### src/hdl/trz_pkg.sv
// ----------------------------------------------------------------------------
// trz_pkg
// Shared types and constants of the triangle rasteriser.
// ----------------------------------------------------------------------------
package trz_pkg;

    localparam int DEF_FRAME_WIDTH  = 64;
    localparam int DEF_FRAME_HEIGHT = 64;
    localparam int QUEUE_DEPTH      = 2;
    localparam int CFG_INDEX_W      = 3;
    localparam int CFG_DATA_W       = 16;

    localparam logic [CFG_INDEX_W-1:0] CFG_LIGHT_X    = 3'd0;
    localparam logic [CFG_INDEX_W-1:0] CFG_LIGHT_Y    = 3'd1;
    localparam logic [CFG_INDEX_W-1:0] CFG_LIGHT_Z    = 3'd2;
    localparam logic [CFG_INDEX_W-1:0] CFG_CLEAR_GRAY = 3'd3;

    localparam logic signed [15:0] LIGHT_X_RST    = 16'sd0;
    localparam logic signed [15:0] LIGHT_Y_RST    = 16'sd11469;
    localparam logic signed [15:0] LIGHT_Z_RST    = -16'sd11469;
    localparam logic [7:0]         CLEAR_GRAY_RST = 8'd64;

    localparam logic signed [31:0] DEPTH_MAX  = 32'sh7FFF_FFFF;
    localparam logic signed [31:0] DEPTH_MIN  = 32'sh8000_0000;
    localparam logic signed [31:0] NEAR_LIMIT = 32'sd655;
    localparam logic signed [35:0] LIGHT_LOW  = 36'sd1638;
    localparam logic signed [35:0] LIGHT_ONE  = 36'sd16384;

    typedef enum logic [1:0] {
        OP_CLEAR = 2'd0,
        OP_LOAD  = 2'd1,
        OP_DRAW  = 2'd2,
        OP_READ  = 2'd3
    } op_t;

    typedef struct packed {
        logic [1:0]          command;
        logic [1:0]          vertex_slot;
        logic signed [15:0]  vertex_x;
        logic signed [15:0]  vertex_y;
        logic signed [31:0]  vertex_z;
        logic signed [15:0]  normal_x;
        logic signed [15:0]  normal_y;
        logic signed [15:0]  normal_z;
        logic [11:0]         pixel_index;
    } request_t;

    typedef struct packed {
        logic [7:0]          pixel_gray;
        logic signed [31:0]  pixel_depth;
    } result_t;

    // work item passed from front to back
    typedef struct packed {
        op_t                 op;
        logic [1:0]          slot;
        logic signed [15:0]  x;
        logic signed [15:0]  y;
        logic signed [31:0]  z;
        logic signed [31:0]  light;
        logic [11:0]         index;
    } item_t;

endpackage

### src/hdl/trz_queue.sv
// ----------------------------------------------------------------------------
// trz_queue
// Short request queue between front and back.
// ----------------------------------------------------------------------------
module trz_queue (
    input  logic           clk,
    input  logic           rst_n,
    input  logic           push,
    input  trz_pkg::item_t push_item,
    input  logic           pop,
    output trz_pkg::item_t head,
    output logic           empty,
    output logic           full
);
    import trz_pkg::*;

    localparam int PW = (QUEUE_DEPTH > 1) ? $clog2(QUEUE_DEPTH) : 1;
    localparam int CW = $clog2(QUEUE_DEPTH + 1);

    item_t            entry_reg [QUEUE_DEPTH];
    logic [PW-1:0]    wr_ptr_reg, wr_ptr_next;
    logic [PW-1:0]    rd_ptr_reg, rd_ptr_next;
    logic [CW-1:0]    count_reg, count_next;

    assign head  = entry_reg[rd_ptr_reg];
    assign empty = (count_reg == '0);
    assign full  = (count_reg == CW'(QUEUE_DEPTH));

    always_comb
    begin
        wr_ptr_next = wr_ptr_reg;
        rd_ptr_next = rd_ptr_reg;
        count_next  = count_reg;
        if (push)
        begin
            wr_ptr_next = (wr_ptr_reg == PW'(QUEUE_DEPTH - 1)) ? '0 : wr_ptr_reg + 1'b1;
        end
        if (pop)
        begin
            rd_ptr_next = (rd_ptr_reg == PW'(QUEUE_DEPTH - 1)) ? '0 : rd_ptr_reg + 1'b1;
        end
        if (push && !pop)
        begin
            count_next = count_reg + 1'b1;
        end
        else if (pop && !push)
        begin
            count_next = count_reg - 1'b1;
        end
    end

    always_ff @(posedge clk or negedge rst_n)
    begin
        if (!rst_n)
        begin
            wr_ptr_reg <= '0;
            rd_ptr_reg <= '0;
            count_reg  <= '0;
        end
        else
        begin
            wr_ptr_reg <= wr_ptr_next;
            rd_ptr_reg <= rd_ptr_next;
            count_reg  <= count_next;
        end
    end

    always_ff @(posedge clk)
    begin
        if (push)
        begin
            entry_reg[wr_ptr_reg] <= push_item;
        end
    end

endmodule

### config.mk
export PLATFORM = sky130hd
export DESIGN_NAME = trz_queue
export DESIGN_NICKNAME = d
export VERILOG_FILES = /design/src/hdl/trz_pkg.sv /design/src/hdl/trz_queue.sv
export SDC_FILE = /design/constraint.sdc
export NUM_CORES = 1
export LEC_CHECK = 0
export BUFFER_PORTS_ARGS = -buffer_cell sky130_fd_sc_hd__buf_2
export CORE_AREA = 2 2 141 143
export DETAILED_ROUTE_END_ITERATION = 16
export DIE_AREA = 0 0 143 145
export PLACE_DENSITY = 0.7
export SETUP_SLACK_MARGIN = 0.02
export SLEW_MARGIN = 5
export SYNTH_ARGS = -nofsm -noshare
export SYNTH_HDL_FRONTEND = slang
export SYNTH_SLANG_ARGS = --single-unit
### constraint.sdc
create_clock -name clk -period 7.6 [get_ports clk]
set_input_delay 0.76 -clock clk [delete_from_list [all_inputs] [get_ports clk]]
set_output_delay 0.76 -clock clk [all_outputs]
set_load 0.05 [all_outputs]
==> run summary <==
die area: 0.02074 mm2
Vias: 4,222
Multi-input gate area: 0.001617 mm2
drt initial violations: 196
status: finished, final reports clean
FF-to-FF setup slack: 5.29 ns
WP data required: 6.84 ns
Total Routing Usage GR: 0.1462
synthesized area: 0.008562 mm2
RR Startpoint: wr_ptr_reg
core region area: 0.01921 mm2
Hold Crit Class: primary input to asynchronous set/reset pin
final instance area: 0.01068 mm2
Clock Pin Slew Worst Setup and Hold Paths: 0.06 ns
CP Launch Type: flip-flop
Max VDD drop: 283.5 uV
die width: 143 um
Crit Reg-Reg Endpoint: entry_reg[1][38]
max reg flops: 224
Final nets: 728
CTS Root Cell: clkbuf_16
number of placement rows: 51
Clock Sinks: 228
flop and latch count out of synthesis: 228
yosys warns: 0
port bufs: 229
H-Tree Depth: 1
Register Area: 0.006830 mm2
cell taking the most area after synthesis: edfxtp_1
CP arrival: 3.14 ns
Area growth syn-to-layout: 24.78%
iteration count of the initial detailed-routing pass: 4
total power: 0.004778 W
# fillers: 1,491
GRT overflow: 0
Final Slew Violations: 0
Placed Area: 0.009958 mm2
Longest Clk Path Bufs: 3
RD Place Congestion: 0.7168
Setup crit end kind: output port
Routed Antenna Nets: 0
Clk pwr share: 0.223
Via density: 4.738
Starting Density: 0.4458
Area contributors post-synth: edfxtp_1 79%, mux2_4 12%, mux2_2 5.5%
CTS tree: built
Place WS: 4.178 ns
unrepaired setup endpoints after global routing: no
Post-CTS Setup Inserts: 0
crit path capture: head[105]
Die Y: 145 um
slew of the pin with the lowest slew margin: 1.125 ns
Synth top area share: 0.7856
CTS Buf Count: 24
CP startpoint: rd_ptr_reg
sequential share of the synthesized area: 0.7973
Combinational Power Share: 0.402
share of cells above drive strength 1: 0.6038
Non-Filler Instances: 891
relative slew slack: 0.2502
I/O Pins: 230
Final Routed Wirelength: 15.57 mm
DRC errors left: 0
Psw: 0.001876 W
min Tclk post-route: 3.895 ns
syn avg cell area: 23.46 um2
Cell Pwr Density: 447.2 mW/mm2
sum of negative setup slack: 0 ns
switching share of power: 0.3925
vias in the first global route: 4,669
Routed WL per cell: 17.47 um
Gates resized, CTS repair: 0
clock skew: 0.006860 ns
# diodes: 0
fin worst setup slack: 3.705 ns
Final setup viols: 0
dpl hpwl: 10.34 mm
Setup CP Type: flip-flop to output port
first-pass GRT wire length: 23.83 mm
antenna violations before repair: 1
max_cap viols: 0
final hold viol count: 0
Synth cell types: 14
Placed Instances: 850
Mapped Cells: 365
largest net degree at the start of global routing: 67
register share of total power: 0.376
hold_buf cts: 0
CP Max Fanout: 61
f_max: 0.2567 GHz
reg2reg path depth: 2
Skew-Pair Late Insertion Delay: 0.49 ns
Leak Pwr: 4.217 nW
Int Pwr: 0.002902 W
Syn Nets: 482
period utilization: 0.5125
==> worst min-delay path by stage <==
stage            startpoint      endpoint  slack [ns]  cells past startpoint
6_report              rst_n    rd_ptr_reg        0.06                      1
5_1_grt               rst_n    rd_ptr_reg        0.04                      1
4_1_cts               rst_n  count_reg[1]        0.04                      1
3_5_place_dp   count_reg[1]  count_reg[1]        0.49                      1
3_3_place_gp   count_reg[1]  count_reg[1]        0.47                      1
2_1_floorplan         rst_n  count_reg[0]        0.46                      0
==> metrics by stage <==
stage                 util  hold slack, ns
floorplan                -          0.4555
global placement    0.5185          0.4743
detailed placement  0.5185          0.4873
CTS                 0.5563         0.04272
global route        0.5563         0.04402
finish              0.5563         0.06222
==> power by group through the flow <==
| stage | clock network, W | registers (W) | logic [W] |
|---|---|---|---|
| finish | 0.00106 | 0.00179 | 0.00192 |
| detailed placement | 0 | 0.00183 | 0.00194 |
| floorplan | 0 | 0.00177 | 0.00166 |
| CTS | 0.00110 | 0.00180 | 0.00195 |
| global route | 0.00115 | 0.00182 | 0.00200 |
| global placement | 0 | 0.00181 | 0.00192 |
==> cells in the mapped netlist <==
| master | count |
|---|---|
| nor2b_1 | 2 |
| ha_1 | 1 |
| buf_2 | 4 |
| xnor2_1 | 1 |
| mux2_2 | 42 |
| nor2_1 | 2 |
| and2_1 | 1 |
| inv_1 | 1 |
| edfxtp_1 | 224 |
| xor2_1 | 4 |
| dfrtp_1 | 4 |
| buf_8 | 1 |
| buf_6 | 8 |
| mux2_4 | 70 |
==> routing by layer <==
layer / wire, um / up-vias / track usage
li1: - / 1942 / -
met1: 6024 / 2078 / 0.1700
met2: 7928 / 173 / 0.2629
met3: 1337 / 29 / 0.04290
met4: 276 / 0 / 0.03614
met5: 0 / - / 0
==> critical path, cell delays in order, from the launching register on <==
cell	delay, ns
dfrtp_4	0.95
buf_4	0.96
mux2_2	0.43
buf_2	0.21
==> area by class of cell <==
class,instances,area share
repair buffers,233,0.1101
multi-input cells,123,0.1513
clock buffers,34,0.06265
inverters,1,0.0003513
well taps,265,0.03103
clock inverters,7,0.005270
flip-flops and latches,228,0.6393
==> cell usage in the layout, fill, tap and decap left out, types with 2 or more instances in the layout <==
cell	instances
clkbuf_1	8
buf_4	4
mux2_2	42
mux2_4	70
nor2_1	2
clkinv_1	3
buf_2	229
clkinv_2	3
clkbuf_16	25
dfrtp_1	3
edfxtp_1	224
xor2_1	4
==> logic make-up after synthesis <==
family,count (synthesis),share of synthesized area
buffers and inverters,14,0.01505
muxes,112,0.1780
xor gates and xnor gates,5,0.005114
DFF,228,0.7973
adders and majority gates,1,0.001461
and+or+nand+nor,5,0.003069
Note: power is estimated with default switching activity, not from simulation.
