$ cat config.mk
export PLATFORM = sky130hd
export DESIGN_NAME = trz_front
export DESIGN_NICKNAME = d
export VERILOG_FILES = /design/src/hdl/trz_pkg.sv /design/src/hdl/trz_front.sv
export SDC_FILE = /design/constraint.sdc
export NUM_CORES = 1
export LEC_CHECK = 0
export BUFFER_PORTS_ARGS = -buffer_cell sky130_fd_sc_hd__clkbuf_2
export CAP_MARGIN = 10
export CORE_ASPECT_RATIO = 2
export CORE_MARGIN = 2
export CORE_UTILIZATION = 49
export CTS_BUF_LIST = sky130_fd_sc_hd__clkbuf_2
export CTS_CLUSTER_SIZE = 16
export DETAILED_ROUTE_END_ITERATION = 12
export PLACE_DENSITY = 0.68
export SLEW_MARGIN = 20
export SYNTH_ARGS = -nofsm -noshare
export SYNTH_HDL_FRONTEND = slang
export SYNTH_SLANG_ARGS = --single-unit
export TNS_END_PERCENT = 1
$ cat constraint.sdc
create_clock -name clk -period 11.1 [get_ports clk]
set_input_delay 0.555 -clock clk [delete_from_list [all_inputs] [get_ports clk]]
set_output_delay 0.555 -clock clk [all_outputs]
set_load 0.05 [all_outputs]
$ cat src/hdl/trz_pkg.sv
// ----------------------------------------------------------------------------
// trz_pkg
// Shared types and constants of the triangle rasteriser.
// ----------------------------------------------------------------------------
package trz_pkg;

    localparam int DEF_FRAME_WIDTH  = 64;
    localparam int DEF_FRAME_HEIGHT = 64;
    localparam int QUEUE_DEPTH      = 2;
    localparam int CFG_INDEX_W      = 3;
    localparam int CFG_DATA_W       = 16;

    localparam logic [CFG_INDEX_W-1:0] CFG_LIGHT_X    = 3'd0;
    localparam logic [CFG_INDEX_W-1:0] CFG_LIGHT_Y    = 3'd1;
    localparam logic [CFG_INDEX_W-1:0] CFG_LIGHT_Z    = 3'd2;
    localparam logic [CFG_INDEX_W-1:0] CFG_CLEAR_GRAY = 3'd3;

    localparam logic signed [15:0] LIGHT_X_RST    = 16'sd0;
    localparam logic signed [15:0] LIGHT_Y_RST    = 16'sd11469;
    localparam logic signed [15:0] LIGHT_Z_RST    = -16'sd11469;
    localparam logic [7:0]         CLEAR_GRAY_RST = 8'd64;

    localparam logic signed [31:0] DEPTH_MAX  = 32'sh7FFF_FFFF;
    localparam logic signed [31:0] DEPTH_MIN  = 32'sh8000_0000;
    localparam logic signed [31:0] NEAR_LIMIT = 32'sd655;
    localparam logic signed [35:0] LIGHT_LOW  = 36'sd1638;
    localparam logic signed [35:0] LIGHT_ONE  = 36'sd16384;

    typedef enum logic [1:0] {
        OP_CLEAR = 2'd0,
        OP_LOAD  = 2'd1,
        OP_DRAW  = 2'd2,
        OP_READ  = 2'd3
    } op_t;

    typedef struct packed {
        logic [1:0]          command;
        logic [1:0]          vertex_slot;
        logic signed [15:0]  vertex_x;
        logic signed [15:0]  vertex_y;
        logic signed [31:0]  vertex_z;
        logic signed [15:0]  normal_x;
        logic signed [15:0]  normal_y;
        logic signed [15:0]  normal_z;
        logic [11:0]         pixel_index;
    } request_t;

    typedef struct packed {
        logic [7:0]          pixel_gray;
        logic signed [31:0]  pixel_depth;
    } result_t;

    // work item passed from front to back
    typedef struct packed {
        op_t                 op;
        logic [1:0]          slot;
        logic signed [15:0]  x;
        logic signed [15:0]  y;
        logic signed [31:0]  z;
        logic signed [31:0]  light;
        logic [11:0]         index;
    } item_t;

endpackage

$ cat src/hdl/trz_front.sv
// ----------------------------------------------------------------------------
// trz_front
// Accepts requests, drops loads to a bad slot, works out corner lighting.
// ----------------------------------------------------------------------------
module trz_front (
    input  logic                  clk,
    input  logic                  rst_n,
    input  logic                  start,
    input  trz_pkg::request_t     request,
    output logic                  busy,
    input  logic signed [15:0]    light_x,
    input  logic signed [15:0]    light_y,
    input  logic signed [15:0]    light_z,
    input  logic                  q_full,
    input  logic                  clearing,
    output logic                  push,
    output trz_pkg::item_t        push_item
);
    import trz_pkg::*;

    typedef enum logic {F_IDLE, F_DOT} fstate_t;

    fstate_t            state_reg, state_next;
    logic [1:0]         cnt_reg, cnt_next;
    item_t              item_reg, item_next;
    logic signed [15:0] nx_reg, nx_next, ny_reg, ny_next, nz_reg, nz_next;
    logic signed [31:0] prod_reg, prod_next;
    logic signed [33:0] acc_reg, acc_next;

    logic               accept;
    logic signed [15:0] mul_a, mul_b;
    logic signed [33:0] dot;

    assign busy   = (state_reg != F_IDLE) || q_full || clearing;
    assign accept = start && !busy;
    assign dot    = acc_reg + 34'(prod_reg);

    always_comb
    begin
        mul_a = nx_reg;
        mul_b = light_x;
        case (cnt_reg)
            2'd1:
            begin
                mul_a = ny_reg;
                mul_b = light_y;
            end
            2'd2:
            begin
                mul_a = nz_reg;
                mul_b = light_z;
            end
            default:
            begin
                mul_a = nx_reg;
                mul_b = light_x;
            end
        endcase
    end

    always_comb
    begin
        state_next = state_reg;
        cnt_next   = cnt_reg;
        item_next  = item_reg;
        nx_next    = nx_reg;
        ny_next    = ny_reg;
        nz_next    = nz_reg;
        prod_next  = mul_a * mul_b;
        acc_next   = acc_reg;
        push       = 1'b0;
        push_item  = item_reg;

        case (state_reg)
            F_IDLE:
            begin
                push_item.op    = op_t'(request.command);
                push_item.slot  = request.vertex_slot;
                push_item.x     = request.vertex_x;
                push_item.y     = request.vertex_y;
                push_item.z     = request.vertex_z;
                push_item.light = '0;
                push_item.index = request.pixel_index;
                if (accept)
                begin
                    if (op_t'(request.command) == OP_LOAD)
                    begin
                        if (request.vertex_slot != 2'd3)
                        begin
                            item_next  = push_item;
                            nx_next    = request.normal_x;
                            ny_next    = request.normal_y;
                            nz_next    = request.normal_z;
                            cnt_next   = '0;
                            acc_next   = '0;
                            state_next = F_DOT;
                        end
                    end
                    else
                    begin
                        push = 1'b1;
                    end
                end
            end
            F_DOT:
            begin
                if (cnt_reg != 2'd0)
                begin
                    acc_next = dot;
                end
                if (cnt_reg == 2'd3)
                begin
                    push            = 1'b1;
                    push_item.light = 32'(dot >>> 14);
                    state_next      = F_IDLE;
                end
                else
                begin
                    cnt_next = cnt_reg + 1'b1;
                end
            end
            default:
            begin
                state_next = F_IDLE;
            end
        endcase
    end

    always_ff @(posedge clk or negedge rst_n)
    begin
        if (!rst_n)
        begin
            state_reg <= F_IDLE;
            cnt_reg   <= '0;
        end
        else
        begin
            state_reg <= state_next;
            cnt_reg   <= cnt_next;
        end
    end

    always_ff @(posedge clk)
    begin
        item_reg <= item_next;
        nx_reg   <= nx_next;
        ny_reg   <= ny_next;
        nz_reg   <= nz_next;
        prod_reg <= prod_next;
        acc_reg  <= acc_next;
    end

endmodule

==> metrics.txt <==
status=finished, final reports clean; most frequently used flop master after synthesis=edfxtp_1; top-area cell type share of the netlist area=0.273; gr ovfl total=0; hold violation count in the final report=0; DRC=0; kind of critical path=reg -> reg; Clock transition at path regs=0.32 ns; Syn. warnings=0; Synth async-reset ratio=0.0152; Placer Congestion=0.983; TritonCTS Buffers=17; CTS tree=built; P&R area growth vs syn=18.8%; critical-path cell list=inv_1 -> ha_2 -> buf_4 -> nor2_1 -> a21oi_1 -> nand2_1 -> fa_1 -> fa_1 -> inv_1 -> fa_1 -> fa_1 -> fa_1 -> inv_1 -> fa_1 -> inv_1 -> ha_1 -> o21ai_0 -> o221ai_1 -> a21oi_2 -> a211o_1 -> a211o_1 -> a311oi_1 -> or4b_2 -> nand4_1; gr usage total=0.285; layout cells sized above 1=0.197; Setup TNS=0 ns; Vias/cell=approximately 5.4; clock tree buffer depth=2; Die Width=~140 um; later-pin clock latency in the skew report=around 0.94 ns; Pre-antenna DRT Iters=5; Final ANT Viol Nets=0; die span in y=284 um; Core Area=just under 0.04 mm^2; final WL=about 56 mm; vias in the first global route=between 15000 and 20000; Worst-Margin Slew=~1.1 ns; port buffer count=roughly 290; clock sinks=roughly 200; number of synthesized register bits=197; fill cell count=between 3000 and 4000; CTS HTree Levels=4; die area=roughly 0.04 mm^2; Max Cap Viol=0; Post-Syn Nets=approximately 2500; max incr delay on CP=just over 0.7 ns; global-route wire length before repair=about 88 mm; Ports=just under 300; wire per inst=between 15 and 20 um; crit-path max FO=36; RSZ-0062 raised after global routing=no; Slew Limit Fails=0; final-stage net count=2845; starting density of the core=0.497; Worst EP arrival=~9.1 ns; most frequent cell after synthesis=inv_1; largest area contributor in the netlist=fa_1; Syn Area/Cell=between 10 and 15 um^2; slowest CP cell=ha_2; ranking of synthesized cells by area=fa_1 (27%), edfxtp_1 (25%), ha_1 (7.7%); initial antenna violation count=2; Largest register FFs=80; Startpoint Class=flop; root buffer cell=clkbuf_2; Tcrit/Tclk final=0.747; DRT iter0 DRCs=755; Tmin final=approximately 8.3 ns; Cell Rows=102; mapped cell area=0.0193 mm^2; EDFF count, synth=162; Final HPWL DP=44.0 mm; Relative slew margins=0.234; Hold Path Class=in -> reg; Final Skew=0.0804 ns; vias=roughly 15000; # Post-CTS Setup Buffers=0; Syn Inst Count=approximately 1900; sequential cell area fraction in the yosys report=0.289; Critical Path End Type=flop; Worst path most repeated cell=fa_1; fmax=121 MHz; largest net degree at the start of global routing=68; endpoints failing setup=0; Netlist cell types=66; synth cell count leaders=inv_1 (330), fa_1 (263), nor2_1 (210), nand2_1 (172), edfxtp_1 (162); CP required=approximately 12 ns
-- cell usage in the layout (no fill, tap or decap), types with 14 or more instances in the layout --
cell type and instances:
a21o_1 50, a21oi_1 70, a22oi_1 32, and3_1 14
buf_4 22, clkbuf_2 311, dfxtp_1 32, dlygate4sd3_1 130
edfxtp_1 162, fa_1 263, ha_1 118, inv_1 329
mux2_2 80, nand2_1 172, nand3_1 14, nor2_1 209
nor3_1 24, o21a_1 16, o21ai_0 30, xnor2_1 36
-- critical path: cells and delay by family, from the launching register on --
family,cells,cell delay (ns)
buf+inv,5,0.66
flops,1,0.48
simple gates,4,1.02
compound gates,7,1.91
fa+ha+maj,8,4.11
-- layout make-up --
cell class / count / area, um^2 / share of cell area
multi-input combinational: 1289 / 12200 / 0.532
tap: 520 / 651 / 0.0284
antenna: 4 / 10.0 / 0.000437
sequential: 197 / 5580 / 0.244
clock buffer: 17 / 85.1 / 0.00371
timing repair buffer: 446 / 2940 / 0.128
inverter: 331 / 1240 / 0.0542
clock inverter: 15 / 219 / 0.00956
-- per-layer routing --
| layer | share of wire | wire [um] | vias to the layer above | global-route usage |
|---|---|---|---|---|
| li1 | - | - | 6962 | - |
| met1 | 0.34 | 19000 | 7536 | 0.287 |
| met2 | 0.56 | 31300 | 490 | 0.542 |
| met3 | 0.034 | 1920 | 164 | 0.0354 |
| met4 | 0.065 | 3630 | 0 | 0.173 |
| met5 | 0 | 0 | - | 0 |
-- path summary, 6_finish.rpt --
check | startpoint | end | slack (ns) | depth (start not counted)
worst max-delay path | cnt_reg[0] | prod_reg[26] | 2.81 | 24
worst min-delay path | light_x[0] | prod_reg[0] | 0.13 | 4
worst max register to register | cnt_reg[0] | prod_reg[26] | 2.81 | 24
worst min register to register | cnt_reg[0] | cnt_reg[0] | 0.56 | 1
max in group asynchronous | rst_n | cnt_reg[1] | 10.37 | 3
min in group asynchronous | rst_n | state_reg | 0.51 | 3
-- kinds of logic (layout without fill, tap and decap cells) --
| kind of cell | Yosys count | in the layout | synth area share |
|---|---|---|---|
| other | 0 | 4 | 0 |
| AO/OA/AOI/OAI | 275 | 275 | 0.0968 |
| adder cells (fa/ha/maj) | 382 | 382 | 0.350 |
| buffers and inverters | 402 | 809 | 0.0807 |
| AND/OR/NAND/NOR | 498 | 498 | 0.111 |
| XOR/XNOR | 49 | 49 | 0.0223 |
| multiplexers | 85 | 85 | 0.0493 |
| flip-flops | 197 | 197 | 0.289 |
-- stage by stage --
stage	worst slack [ns]	hold WS, ns	utilization	std cells	cell area [um^2]
2_1_floorplan	2.42	0.259	-	1888	19300
3_3_place_gp	3.04	0.386	0.548	2653	21300
3_5_place_dp	2.82	0.383	0.549	2653	21300
4_1_cts	2.84	0.0396	0.590	2815	22900
5_1_grt	2.41	0.0663	0.590	2819	22900
6_report	2.81	0.128	0.590	2819	22900
-- repair_timing --
action                                  CTS  global route
hold buffers                            130             0
hold endpoints to repair                131             0
endpoints found under the setup margin    0             0
resized for setup                         0             0
Power is not shown: default switching activity piles up to over one toggle a cycle in this logic, so the estimate is an artifact.
